[config.mk]
export PLATFORM = sky130hd
export DESIGN_NAME = value_occurrence_table_flat
export DESIGN_NICKNAME = d
export VERILOG_FILES = /design/src/vot_pkg.sv /design/src/vot_if.sv /design/src/vot_cell.sv /design/src/vot_chain.sv /design/src/value_occurrence_table.sv /design/src/flat_wrapper.sv
export SDC_FILE = /design/constraint.sdc
export NUM_CORES = 2
export LEC_CHECK = 0
export ABC_CLOCK_PERIOD_IN_PS = 10810
export BUFFER_PORTS_ARGS = -buffer_cell sky130_fd_sc_hd__buf_2
export CORE_AREA = 2 2 363 365
export CTS_BUF_LIST = sky130_fd_sc_hd__clkbuf_16
export DETAILED_ROUTE_END_ITERATION = 6
export DIE_AREA = 0 0 365 367
export PLACE_DENSITY_LB_ADDON = 0.15
export SKIP_LAST_GASP = 1
export SYNTH_ARGS = -nofsm -noshare
export SYNTH_HDL_FRONTEND = slang
export SYNTH_SLANG_ARGS = --single-unit
[constraint.sdc]
create_clock -name clk -period 10.81 [get_ports clk]
set_input_delay 0.5405 -clock clk [delete_from_list [all_inputs] [get_ports clk]]
set_output_delay 0.5405 -clock clk [all_outputs]
set_load 0.05 [all_outputs]
[src/vot_pkg.sv]
// ----------------------------------------------------------------------------
// vot_pkg: shared types and constants for the value occurrence table
// Operation and status codes, cell and chain control, sequencer states.
// ----------------------------------------------------------------------------
package vot_pkg;

  localparam int DEF_DEPTH = 16;
  localparam int VALUE_W   = 32;
  localparam int COUNT_W   = 16;
  localparam int POS_W     = 5;
  localparam int ENTRIES_W = 5;

  localparam logic [COUNT_W-1:0] COUNT_MAX = '1;

  typedef enum logic [1:0] {
    OP_INSERT = 2'd0,
    OP_REMOVE = 2'd1,
    OP_SUM    = 2'd2,
    OP_NONE   = 2'd3
  } op_t;

  typedef enum logic [1:0] {
    ST_OK     = 2'd0,
    ST_FULL   = 2'd1,
    ST_BADPOS = 2'd2
  } status_t;

  typedef enum logic [1:0] {
    CELL_HOLD,
    CELL_LOAD,
    CELL_INCR,
    CELL_SHIFT
  } cell_cmd_t;

  typedef enum logic [1:0] {
    CH_HOLD,
    CH_INSERT,
    CH_REMOVE,
    CH_ROTATE
  } chain_cmd_t;

  typedef enum logic [1:0] {
    S_IDLE,
    S_SCAN,
    S_DRAIN,
    S_DONE
  } state_t;

  typedef struct packed {
    logic [VALUE_W-1:0] value;
    logic [COUNT_W-1:0] count;
  } cell_data_t;

  typedef struct packed {
    chain_cmd_t         cmd;
    logic [VALUE_W-1:0] key;
    logic [POS_W-1:0]   position;
  } chain_ctrl_t;

  typedef struct packed {
    logic               hit;
    logic [COUNT_W-1:0] hit_count;
    logic [COUNT_W-1:0] rm_count;
    cell_data_t         head;
  } chain_stat_t;

endpackage

[src/vot_if.sv]
// ----------------------------------------------------------------------------
// vot_if: handshake channels of the value occurrence table
// Input channel carries commands, output channel carries results.
// ----------------------------------------------------------------------------
interface vot_in_if;
  logic        valid;
  logic        ready;
  logic [1:0]  operation;
  logic [31:0] value;
  logic [4:0]  position;

  modport source (output valid, output operation, output value, output position,
                  input ready);
  modport sink   (input valid, input operation, input value, input position,
                  output ready);
endinterface

interface vot_out_if;
  logic        valid;
  logic        ready;
  logic [1:0]  status;
  logic [4:0]  entries;
  logic [15:0] occurrences;
  logic [31:0] total;

  modport source (output valid, output status, output entries, output occurrences,
                  output total, input ready);
  modport sink   (input valid, input status, input entries, input occurrences,
                  input total, output ready);
endinterface

[src/vot_cell.sv]
// ----------------------------------------------------------------------------
// vot_cell: one table entry
// Holds a value and its count; loads, increments or takes its neighbor.
// ----------------------------------------------------------------------------
module vot_cell (
  input  logic                       clk,
  input  vot_pkg::cell_cmd_t         cmd,
  input  logic [vot_pkg::VALUE_W-1:0] key,
  input  vot_pkg::cell_data_t        nbr,
  output vot_pkg::cell_data_t        data,
  output logic                       match
);

  vot_pkg::cell_data_t data_r;
  vot_pkg::cell_data_t data_nxt;

  always_comb begin
    data_nxt = data_r;
    unique case (cmd)
      vot_pkg::CELL_HOLD: data_nxt = data_r;
      vot_pkg::CELL_LOAD: begin
        data_nxt.value = key;
        data_nxt.count = vot_pkg::COUNT_W'(1);
      end
      vot_pkg::CELL_INCR: begin
        if (data_r.count != vot_pkg::COUNT_MAX) begin
          data_nxt.count = data_r.count + vot_pkg::COUNT_W'(1);
        end
      end
      vot_pkg::CELL_SHIFT: data_nxt = nbr;
      default: data_nxt = data_r;
    endcase
  end

  always_ff @(posedge clk) begin
    data_r <= data_nxt;
  end

  assign data  = data_r;
  assign match = (data_r.value == key);

endmodule

[src/vot_chain.sv]
// ----------------------------------------------------------------------------
// vot_chain: ring of entry cells
// Decodes table commands into per-cell commands; cell i's neighbor is cell i+1.
// ----------------------------------------------------------------------------
module vot_chain #(
  parameter int DEPTH = vot_pkg::DEF_DEPTH,
  parameter int CNT_W = $clog2(DEPTH + 1)
) (
  input  logic                 clk,
  input  vot_pkg::chain_ctrl_t ctrl,
  input  logic [CNT_W-1:0]     total,
  output vot_pkg::chain_stat_t stat
);

  localparam int CMP_W = (CNT_W > vot_pkg::POS_W) ? CNT_W : vot_pkg::POS_W;

  vot_pkg::cell_cmd_t  cell_cmd  [DEPTH];
  vot_pkg::cell_data_t cell_data [DEPTH];
  logic [DEPTH-1:0]    cell_match;
  logic [DEPTH-1:0]    cell_hit;
  logic [CMP_W-1:0]    pos_ext;
  logic                hit;
  logic [vot_pkg::COUNT_W-1:0] hit_count;
  logic [vot_pkg::COUNT_W-1:0] hit_raw;
  logic [vot_pkg::COUNT_W-1:0] rm_count;

  assign pos_ext = CMP_W'(ctrl.position);

  always_comb begin
    hit_raw  = '0;
    rm_count = '0;
    for (int i = 0; i < DEPTH; i++) begin
      cell_hit[i] = cell_match[i] && (CNT_W'(i) < total);
      if (cell_hit[i]) begin
        hit_raw = hit_raw | cell_data[i].count;
      end
      if (CMP_W'(i + 1) == pos_ext) begin
        rm_count = rm_count | cell_data[i].count;
      end
    end
    hit = |cell_hit;
    hit_count = (hit_raw == vot_pkg::COUNT_MAX) ? hit_raw
                                                 : hit_raw + vot_pkg::COUNT_W'(1);
  end

  always_comb begin
    for (int i = 0; i < DEPTH; i++) begin
      cell_cmd[i] = vot_pkg::CELL_HOLD;
      unique case (ctrl.cmd)
        vot_pkg::CH_HOLD: cell_cmd[i] = vot_pkg::CELL_HOLD;
        vot_pkg::CH_INSERT: begin
          if (hit) begin
            if (cell_hit[i]) cell_cmd[i] = vot_pkg::CELL_INCR;
          end else if (CNT_W'(i) == total) begin
            cell_cmd[i] = vot_pkg::CELL_LOAD;
          end
        end
        // entries at and after the removed slot move up by one
        vot_pkg::CH_REMOVE: begin
          if (CMP_W'(i + 1) >= pos_ext) cell_cmd[i] = vot_pkg::CELL_SHIFT;
        end
        vot_pkg::CH_ROTATE: cell_cmd[i] = vot_pkg::CELL_SHIFT;
        default: cell_cmd[i] = vot_pkg::CELL_HOLD;
      endcase
    end
  end

  for (genvar g = 0; g < DEPTH; g++) begin : g_cell
    vot_cell u_cell (
      .clk   (clk),
      .cmd   (cell_cmd[g]),
      .key   (ctrl.key),
      .nbr   (cell_data[(g + 1) % DEPTH]),
      .data  (cell_data[g]),
      .match (cell_match[g])
    );
  end

  assign stat.hit       = hit;
  assign stat.hit_count = hit_count;
  assign stat.rm_count  = rm_count;
  assign stat.head      = cell_data[0];

endmodule

[src/value_occurrence_table.sv]
// ----------------------------------------------------------------------------
// value_occurrence_table: ordered table of distinct values with counts
// Insert, remove by position and weighted sum over a ring of entry cells.
// ----------------------------------------------------------------------------
// Usage:
//   in_ch  : command transactions (operation, value, position), valid/ready.
//   out_ch : one result transaction per command (status, entries,
//            occurrences, total), valid/ready.
//   Insert, remove and the unused operation code finish in the cycle they
//   are accepted; the result is registered and valid in the next cycle.
//   Sum rotates the whole cell ring once through a 32x16 multiplier and an
//   accumulator, then passes the drain and done states before the result
//   register is loaded. The ring length sets the length of the scan.
//   Insert and remove sustain one command per cycle while out_ch is ready;
//   after a sum the next command is taken once the sequencer is idle again.
//   One command is in flight at a time; a new one is taken once the result
//   register is empty or being read in the same cycle.
//   Reset empties the table (entry count zero) and drops any pending
//   result; cell contents are not cleared and are never read before written.
//   A stall on out_ch holds the result and blocks in_ch until it is taken.
// ----------------------------------------------------------------------------
module value_occurrence_table #(
  parameter int DEPTH = vot_pkg::DEF_DEPTH
) (
  input  logic      clk,
  input  logic      rst_n,
  vot_in_if.sink    in_ch,
  vot_out_if.source out_ch
);

  localparam int CNT_W = $clog2(DEPTH + 1);
  localparam int IDX_W = (DEPTH > 1) ? $clog2(DEPTH) : 1;
  localparam int CMP_W = (CNT_W > vot_pkg::POS_W) ? CNT_W : vot_pkg::POS_W;

  vot_pkg::state_t state_r, state_nxt;
  logic [CNT_W-1:0] total_r, total_nxt;
  logic [IDX_W-1:0] scan_r, scan_nxt;
  logic [vot_pkg::VALUE_W-1:0] prod_r, prod_nxt;
  logic prod_en_r, prod_en_nxt;
  logic [vot_pkg::VALUE_W-1:0] acc_r, acc_nxt;

  logic                          out_valid_r, out_valid_nxt;
  vot_pkg::status_t              out_status_r, out_status_nxt;
  logic [vot_pkg::ENTRIES_W-1:0] out_entries_r, out_entries_nxt;
  logic [vot_pkg::COUNT_W-1:0]   out_occ_r, out_occ_nxt;
  logic [vot_pkg::VALUE_W-1:0]   out_total_r, out_total_nxt;

  vot_pkg::chain_ctrl_t ctrl;
  vot_pkg::chain_stat_t stat;
  vot_pkg::op_t op;
  logic accept;
  logic out_free;
  logic pos_ok;
  logic full;
  logic scan_last;
  logic [vot_pkg::VALUE_W+vot_pkg::COUNT_W-1:0] prod_full;

  assign op        = vot_pkg::op_t'(in_ch.operation);
  assign out_free  = !out_valid_r || out_ch.ready;
  assign in_ch.ready = (state_r == vot_pkg::S_IDLE) && out_free;
  assign accept    = in_ch.valid && in_ch.ready;
  assign pos_ok    = (in_ch.position != '0) &&
                     (CMP_W'(in_ch.position) <= CMP_W'(total_r));
  assign full      = (total_r == CNT_W'(DEPTH));
  assign scan_last = (scan_r == IDX_W'(DEPTH - 1));
  assign prod_full = stat.head.value * stat.head.count;

  vot_chain #(
    .DEPTH (DEPTH),
    .CNT_W (CNT_W)
  ) u_chain (
    .clk   (clk),
    .ctrl  (ctrl),
    .total (total_r),
    .stat  (stat)
  );

  // next state
  always_comb begin
    state_nxt = state_r;
    unique case (state_r)
      vot_pkg::S_IDLE:  if (accept && op == vot_pkg::OP_SUM) state_nxt = vot_pkg::S_SCAN;
      vot_pkg::S_SCAN:  if (scan_last) state_nxt = vot_pkg::S_DRAIN;
      vot_pkg::S_DRAIN: state_nxt = vot_pkg::S_DONE;
      vot_pkg::S_DONE:  if (out_free) state_nxt = vot_pkg::S_IDLE;
      default:          state_nxt = vot_pkg::S_IDLE;
    endcase
  end

  // datapath and result register
  always_comb begin
    ctrl.cmd      = vot_pkg::CH_HOLD;
    ctrl.key      = in_ch.value;
    ctrl.position = in_ch.position;
    total_nxt     = total_r;
    scan_nxt      = scan_r;
    prod_nxt      = prod_r;
    prod_en_nxt   = prod_en_r;
    acc_nxt       = acc_r;
    out_valid_nxt   = out_valid_r && !out_ch.ready;
    out_status_nxt  = out_status_r;
    out_entries_nxt = out_entries_r;
    out_occ_nxt     = out_occ_r;
    out_total_nxt   = out_total_r;

    unique case (state_r)
      vot_pkg::S_IDLE: begin
        if (accept) begin
          out_status_nxt = vot_pkg::ST_OK;
          out_occ_nxt    = '0;
          out_total_nxt  = '0;
          unique case (op)
            vot_pkg::OP_INSERT: begin
              ctrl.cmd = vot_pkg::CH_INSERT;
              if (stat.hit) begin
                out_occ_nxt = stat.hit_count;
              end else if (full) begin
                out_status_nxt = vot_pkg::ST_FULL;
              end else begin
                total_nxt   = total_r + CNT_W'(1);
                out_occ_nxt = vot_pkg::COUNT_W'(1);
              end
            end
            vot_pkg::OP_REMOVE: begin
              if (pos_ok) begin
                ctrl.cmd    = vot_pkg::CH_REMOVE;
                total_nxt   = total_r - CNT_W'(1);
                out_occ_nxt = stat.rm_count;
              end else begin
                out_status_nxt = vot_pkg::ST_BADPOS;
              end
            end
            vot_pkg::OP_SUM: begin
              scan_nxt    = '0;
              prod_en_nxt = 1'b0;
              acc_nxt     = '0;
            end
            vot_pkg::OP_NONE: ;
            default: ;
          endcase
          out_valid_nxt   = (op != vot_pkg::OP_SUM);
          out_entries_nxt = vot_pkg::ENTRIES_W'(total_nxt);
        end
      end
      vot_pkg::S_SCAN: begin
        // cell 0 presents entry scan_r; its product is registered in prod_r and added on the next cycle
        ctrl.cmd    = vot_pkg::CH_ROTATE;
        prod_nxt    = vot_pkg::VALUE_W'(prod_full);
        prod_en_nxt = (CNT_W'(scan_r) < total_r);
        acc_nxt     = acc_r + (prod_en_r ? prod_r : '0);
        scan_nxt    = scan_r + IDX_W'(1);
      end
      vot_pkg::S_DRAIN: begin
        acc_nxt = acc_r + (prod_en_r ? prod_r : '0);
      end
      vot_pkg::S_DONE: begin
        if (out_free) begin
          out_valid_nxt   = 1'b1;
          out_status_nxt  = vot_pkg::ST_OK;
          out_entries_nxt = vot_pkg::ENTRIES_W'(total_r);
          out_occ_nxt     = '0;
          out_total_nxt   = acc_r;
        end
      end
      default: ;
    endcase
  end

  always_ff @(posedge clk) begin
    if (!rst_n) begin
      state_r     <= vot_pkg::S_IDLE;
      total_r     <= '0;
      out_valid_r <= 1'b0;
      prod_en_r   <= 1'b0;
    end else begin
      state_r     <= state_nxt;
      total_r     <= total_nxt;
      out_valid_r <= out_valid_nxt;
      prod_en_r   <= prod_en_nxt;
    end
  end

  always_ff @(posedge clk) begin
    scan_r        <= scan_nxt;
    prod_r        <= prod_nxt;
    acc_r         <= acc_nxt;
    out_status_r  <= out_status_nxt;
    out_entries_r <= out_entries_nxt;
    out_occ_r     <= out_occ_nxt;
    out_total_r   <= out_total_nxt;
  end

  assign out_ch.valid       = out_valid_r;
  assign out_ch.status      = out_status_r;
  assign out_ch.entries     = out_entries_r;
  assign out_ch.occurrences = out_occ_r;
  assign out_ch.total       = out_total_r;

  a_total_bound: assert property (@(posedge clk) disable iff (!rst_n)
    total_r <= CNT_W'(DEPTH))
    else $error("entry count above depth");

  a_total_step: assert property (@(posedge clk) disable iff (!rst_n)
    1'b1 |=> (total_r == $past(total_r)) || (total_r == $past(total_r) + CNT_W'(1)) ||
             (total_r == $past(total_r) - CNT_W'(1)))
    else $error("entry count moved by more than one");

  a_sum_starts_scan: assert property (@(posedge clk) disable iff (!rst_n)
    accept && op == vot_pkg::OP_SUM |=> state_r == vot_pkg::S_SCAN && !out_valid_r)
    else $error("sum did not start a scan");

  a_result_source: assert property (@(posedge clk) disable iff (!rst_n)
    $rose(out_valid_r) |-> $past(accept) || $past(state_r == vot_pkg::S_DONE))
    else $error("result appeared without a transaction");

  a_total_stable_scan: assert property (@(posedge clk) disable iff (!rst_n)
    state_r != vot_pkg::S_IDLE |=> $stable(total_r))
    else $error("entry count changed during a sum");

endmodule
[src/flat_wrapper.sv]
// flat-port wrapper written by rule: the top's interface ports become plain ports
module value_occurrence_table_flat 
#(
  parameter int DEPTH = vot_pkg::DEF_DEPTH
)
  (clk, rst_n, in_ch_valid, in_ch_operation, in_ch_value, in_ch_position, in_ch_ready, out_ch_valid, out_ch_status, out_ch_entries, out_ch_occurrences, out_ch_total, out_ch_ready);
  vot_in_if in_ch_i ();
  vot_out_if out_ch_i ();
  input  logic clk;
  input  logic rst_n;
  input wire logic [$bits(in_ch_i.valid)-1:0] in_ch_valid;
  input wire logic [$bits(in_ch_i.operation)-1:0] in_ch_operation;
  input wire logic [$bits(in_ch_i.value)-1:0] in_ch_value;
  input wire logic [$bits(in_ch_i.position)-1:0] in_ch_position;
  output wire logic [$bits(in_ch_i.ready)-1:0] in_ch_ready;
  output wire logic [$bits(out_ch_i.valid)-1:0] out_ch_valid;
  output wire logic [$bits(out_ch_i.status)-1:0] out_ch_status;
  output wire logic [$bits(out_ch_i.entries)-1:0] out_ch_entries;
  output wire logic [$bits(out_ch_i.occurrences)-1:0] out_ch_occurrences;
  output wire logic [$bits(out_ch_i.total)-1:0] out_ch_total;
  input wire logic [$bits(out_ch_i.ready)-1:0] out_ch_ready;
  assign in_ch_i.valid = in_ch_valid;
  assign in_ch_i.operation = in_ch_operation;
  assign in_ch_i.value = in_ch_value;
  assign in_ch_i.position = in_ch_position;
  assign in_ch_ready = in_ch_i.ready;
  assign out_ch_valid = out_ch_i.valid;
  assign out_ch_status = out_ch_i.status;
  assign out_ch_entries = out_ch_i.entries;
  assign out_ch_occurrences = out_ch_i.occurrences;
  assign out_ch_total = out_ch_i.total;
  assign out_ch_i.ready = out_ch_ready;
  value_occurrence_table #(.DEPTH(DEPTH)) u_core (.clk(clk), .rst_n(rst_n), .in_ch(in_ch_i), .out_ch(out_ch_i));
endmodule
== After elaboration in Yosys (flattened, before gate mapping) ==
Index checks and enable logic that the tools add are counted.

* Order comparisons: 34
* Multiplexer cells: 205
* Bitwise logic cells: 46
* Eq/ne operators: 144
* Reductions and logical operators: 87
* $mul: 1
* Add/subtract/negate cells: 21

{| class="wikitable"
|+ Operators by type and width
! kind !! count
|-
| case mux 32 bit (2 select lines) || 18
|-
| two-way mux 16 bit || 53
|-
| case mux 16 bit (3 select lines) || 16
|-
| == test 32 bit || 16
|-
| bitwise OR 16 bit || 30
|-
| adder 16 x 1 -> 16 bit (second input constant) || 17
|-
| != test 16 bit (second input constant) || 16
|-
| two-way mux 32 bit || 5
|-
| case mux 2 bit (4 select lines) || 17
|-
| two-way mux 2 bit || 56
|-
| == test 4 x 5 -> 1 bit (first input constant) || 16
|-
| == test 2 bit (second input constant) || 37
|-
| case mux 16 bit (2 select lines) || 2
|-
| == test 3 x 5 -> 1 bit (first input constant) || 8
|-
| >= comparator 4 x 5 -> 1 bit (first input constant) || 8
|-
| < comparator 4 x 5 -> 1 bit (first input constant) || 8
|-
| == test 2 x 1 -> 1 bit (second input constant) || 19
|-
| zero test 2 bit || 19
|-
| != test 2 x 1 -> 1 bit (second input constant) || 19
|-
| nonzero test 2 bit || 19
|-
| AND reduction 2 bit || 17
|-
| adder 32 bit || 1
|-
| multiplier 32 x 16 -> 32 bit || 1
|-
| two-way mux 5 bit || 5
|-
| other kinds (34) || 115
|}

* Register bits after elaboration: 900
* Output and inout port bits: 57

== Logic depth before layout (Yosys ltp) ==
* Depth in word-level cells: 39
* Gate-level depth with buffers: 27
* Depth with buffers taken out: 25

== By module ==
A second synthesis with hierarchy kept.

* Cell total of the unflattened synthesis: 6011
* Area total of the unflattened synthesis: 66462.5 um^2

{| class="wikitable"
|+ By module, submodules not included
! module !! seq. area each (um^2) !! times used !! area each (um^2) !! cells each
|-
| vot_cell || 1441.4 || 16 || 2722.6 || 212
|-
| value_occurrence_table || 3873.7 || 1 || 18687.9 || 1990
|-
| vot_chain || 0.0 || 1 || 4212.8 || 629
|}

== Least setup slack after synthesis ==
OpenSTA, ideal clock, no wires.

* Path kind: reg-to-reg
* Start point: reg u_core.u_chain.g_cell[0].u_cell.data_r, in the netlist u_core.u_chain.g_cell[0].u_cell.data[4]
* End point: reg u_core.prod_r[30] (netlist name) (data pin)
* Required time: 10.552 ns
* Cell stages (with the launch flop): 26
* Slack: 4.147 ns
* Library setup time: 0.258 ns
* Period minus slack after synthesis: 6.663 ns
* Data arrival time: 6.405 ns
* Path buffers: 3
* Cells stage by stage: edfxtp_1 > clkbuf_1 > clkbuf_1 > buf_1 > nand2_1 > fa_1 > inv_1 > fa_1 > inv_1 > fa_1 > fa_1 > fa_1 > inv_1 > fa_1 > ha_1 > a21oi_1 > o21bai_1 > a21oi_1 > o21bai_1 > a21o_1 > a21o_1 > a21o_1 > or4_1 > a41o_1 > a21oi_1 > xnor2_1

* Cells in the longest elaborated chain, start to end: 1

{| class="wikitable"
|+ Ends and longest elaborated chain
! element !! line !! source
|-
| start, declared || vot_cell.sv:14 || <nowiki>vot_pkg::cell_data_t data_r;</nowiki>
|-
| start signal, assigned || vot_cell.sv:36 || <nowiki>data_r <= data_nxt;</nowiki>
|-
| multiplier 32 x 16 -> 32 bit || value_occurrence_table.sv:66 || <nowiki>assign prod_full = stat.head.value * stat.head.count;</nowiki>
|-
| via u_core.prod_full, one bit || value_occurrence_table.sv:56 || <nowiki>logic [vot_pkg::VALUE_W+vot_pkg::COUNT_W-1:0] prod_full;</nowiki>
|-
| end signal, assigned || value_occurrence_table.sv:185 || <nowiki>prod_r <= prod_nxt;</nowiki>
|-
| end, declared || value_occurrence_table.sv:38 || <nowiki>logic [vot_pkg::VALUE_W-1:0] prod_r, prod_nxt;</nowiki>
|}

The timed path passes the listed nets, and every way through them passes these cells.
A chain may end at the register's enable or synchronous reset.

== Final worst setup path ==
* Start point: reg u_core.u_chain.g_cell[0].u_cell.data_r, in the netlist u_core.u_chain.g_cell[0].u_cell.data[21]
* End point: reg u_core.prod_r[30] (netlist name) (data pin)

Same word-level chain as after synthesis.

==> flow_metrics.py <==
metrics = {
    "run_status": {
        "status": "completed",
    },
    "worst_setup_path": {
        "crit_chain": "and2_1 -> fa_1 -> inv_1 -> fa_1 -> inv_1 -> ha_1 -> inv_1 -> fa_1 -> inv_1 -> fa_1 -> inv_1 -> fa_1 -> inv_1 -> ha_1 -> o41ai_1 -> o2111ai_1 -> o311a_1 -> a31oi_1 -> nor3_1 -> or4_1 -> a41o_1 -> a21oi_1 -> xnor2_1",
        "critPathCaptureType": "register",
        "critical_path_class": "reg -> reg",
        "cpMostUsedCell": "inv_1",
        "cpPeakStageDelay_ns": 0.97,
        "cp_data_required_time_ns": 11.29,
        "crit_arrival_ns": 7.76,
        "path_buf_inv": 6,
        "cp_top_family": "adder cells",
        "critical_path.max_fanout": 18,
        "start_kind": "register",
        "slowest_stage": "o41ai_1",
    },
    "cts": {
        "cts_tree": "yes",
        "clkTransAtPathRegs_ns": 0.06,
        "post_cts_resized": 0,
        "cts_setup_buffers": 0,
        "cts_hold_buffers": 0,
        "cts_root_buf": "clkbuf_16",
        "cts.sinks": 900,
        "htree_levels": 3,
        "clk-insertion-delay-late_ns": 0.81,
        "cts_made_buffers": 104,
        "clock_path_buffers": 3,
    },
    "synth": {
        "syn_nets": 7224,
        "syn_area_per_cell_um2": 9.60,
        "ys_seq_area_share_pct": 41.6,
        "netlist_instances": 6745,
        "yosysUniqueCellTypes": 90,
        "netlist_area_um2": 64700,
        "synth.ff_latch_count": 900,
        "ys_async_sr_fraction_pct": 0,
        "synth_edf_count": 891,
        "ys_warn_count": 0,
        "synthFlopType": "edfxtp_1",
    },
    "routing": {
        "drtPass1Iterations": 7,
        "drc_errors": 0,
        "avgViaCountPerCell": 6.26,
        "routed_wl_um": 273000,
        "vias": 53671,
        "wl_per_cell_um": 31.8,
        "detail-route-antenna-nets": 0,
        "drt_first_iter_violations": 7129,
    },
    "final_layout": {
        "area.growth.synth_to_final_pct": 9.67,
        "layout-drive-gt1-share_pct": 9.86,
        "finalNetCount": 7199,
    },
    "floorplan": {
        "core_um2": 130000,
        "die_w_um": 365,
        "dieArea_um2": 134000,
        "fp.dieH_um": 367,
        "fp-row-count": 133,
        "initial_core_util_pct": 49.6,
        "io_pins": 100,
    },
    "global_route": {
        "antenna_found_initial": 12,
        "first_global_vias": 51544,
        "grt_pass1_wl_um": 386000,
        "grtUsageTotal_pct": 40.5,
        "grt_max_degree": 56,
        "grt.overflow.total": 0,
    },
    "flow_run": {
        "cap_violations": 0,
    },
    "sta": {
        "tightest_slew_ns": 1.29,
        "max_freq_ghz": 0.137,
        "fin_worst_skew_ns": 0.131,
        "hold_slack_ns": 0.0817,
        "setup_violations": 0,
        "hold_viol": 0,
        "period_minus_slack_ns": 7.28,
        "slew_viol_final": 0,
        "timing.final.ws_setup_ns": 3.53,
        "fin_tns_setup_ns": 0,
        "final.period_utilization_pct": 67.4,
        "rsz0062_at_grt": "no",
        "slew_headroom_pct": 13.3,
    },
    "placement": {
        "gp_congestion": 1.05,
        "dp_hpwl_um": 202000,
        "place_ws_ns": 3.48,
        "io_buffers": 99,
    },
    "min_path": {
        "hold_path.class": "in -> reg",
    },
}
cell usage in the layout, fill, tap and decap left out, types with 11 or more instances in the layout:
master and n:
nand2_1 1844, edfxtp_1 891, xnor2_1 647, inv_1 405, fa_1 305, nand4_1 272, buf_4 242, o21ai_0 199
xor2_1 184, and2_1 168, nor2_1 144, nand3_1 132, ha_1 129, and3_1 112, clkbuf_16 105, buf_2 99
a22oi_1 94, a21oi_1 71, mux2_2 68, a22o_1 53, o22ai_1 51, nor3_1 43, o2111ai_1 42, nor4_1 35
a21o_1 30, mux2_1 29, clkinv_1 26, a221oi_1 26, a31oi_1 21, nor4_2 20, clkinv_2 20, a211oi_1 17
nand2b_1 14, nor2b_1 12, bufinv_16 12, diode_2 11, or2_2 11, nor2_2 11, a32o_1 11
area by class of cell:
class	count	area, um2
fillers	11758	59500
multi-input cells	4985	34600
flip-flops and latches	900	26900
clock buffers	105	2630
repair buffers	341	2310
well taps	1755	2200
inverters	388	1460
clock inverters	88	828
diodes	11	27.5
stage by stage:
stage,utilization [%],instances,instance area (um2)
floorplan,-,6745,64700
global placement,51.7,8369,67500
detailed placement,51.7,8369,67500
CTS,54.4,8562,71000
global route,54.4,8564,71000
finish,54.4,8573,71000
sequential cells by signal, summed over array words and instances, names as in the netlist:
register / count
u_core.out_ch.total: 32
u_core.u_chain.g_cell.u_cell.data: 768
u_core.prod_en_r: 1
u_core.out_ch.entries: 5
u_core.acc_r: 32
u_core.out_ch.occurrences: 16
u_core.scan_r: 4
u_core.prod_r: 32
u_core.out_ch.valid: 1
u_core.state_r: 2
u_core.out_ch.status: 2
u_core.total_r: 5
kinds of logic after synthesis:
logic type               count (synthesis)  synth area share (%)
AO/OA/AOI/OAI                          754                  8.01
XOR/XNOR                               831                  11.2
adder cells (fa/ha/maj)                436                  12.0
buffers and inverters                  860                  5.63
flip-flops                             900                  41.6
multiplexers                           101                  1.75
AND/OR/NAND/NOR                       2863                  19.8
path summary, 6_finish.rpt:
check	start	to	slack (ns)	depth (start not counted)
min	rst_n	u_core.state_r[1]	0.08	2
max reg2reg	u_core.u_chain.g_cell[0].u_cell.data[21]	u_core.prod_r[30]	3.53	23
min reg2reg	u_core.u_chain.g_cell[2].u_cell.data[22]	u_core.u_chain.g_cell[1].u_cell.data[22]	0.50	2
max	u_core.u_chain.g_cell[0].u_cell.data[21]	u_core.prod_r[30]	3.53	23
Yosys cell counts, drive strengths merged, types with 6 or more instances:
cell | number | area, um2
xor2 | 184 | 1610
or3 | 10 | 62.6
nand3 | 134 | 681
nand4 | 273 | 1720
a21oi | 80 | 400
o221ai | 6 | 52.6
o21bai | 10 | 75.1
o2111ai | 47 | 443
a211oi | 17 | 128
a32o | 11 | 110
nand2b | 15 | 93.8
and3 | 112 | 701
a31oi | 23 | 144
nor2b | 12 | 75.1
clkbuf | 320 | 1200
xnor2 | 647 | 5670
or2 | 12 | 75.1
a21o | 32 | 240
or4 | 6 | 48.8
dfxtp | 9 | 180
o21a | 8 | 60.1
inv | 387 | 1450
a22oi | 94 | 706
buf | 152 | 985
o211ai | 9 | 82.6
a21boi | 6 | 45.1
a22o | 53 | 464
nor3 | 51 | 270
and2 | 169 | 1060
mux2 | 97 | 1090
ha | 131 | 1640
fa | 305 | 6110
nand2 | 1844 | 6920
a221oi | 27 | 236
nor4 | 59 | 433
o21ai | 222 | 1110
nor2 | 158 | 601
edfxtp | 891 | 26800
o22ai | 51 | 319
a222oi | 10 | 100
layer usage:
metal	vias to the layer above	global-route usage [%]	routed length (um)
li1	22978	-	-
met4	12	20.4	15500
met3	605	10.8	30700
met1	26768	56.8	113000
met2	3308	57.5	114000
met5	-	0	77
Power is not shown: default switching activity piles up to over one toggle a cycle in this logic, so the estimate is an artifact.
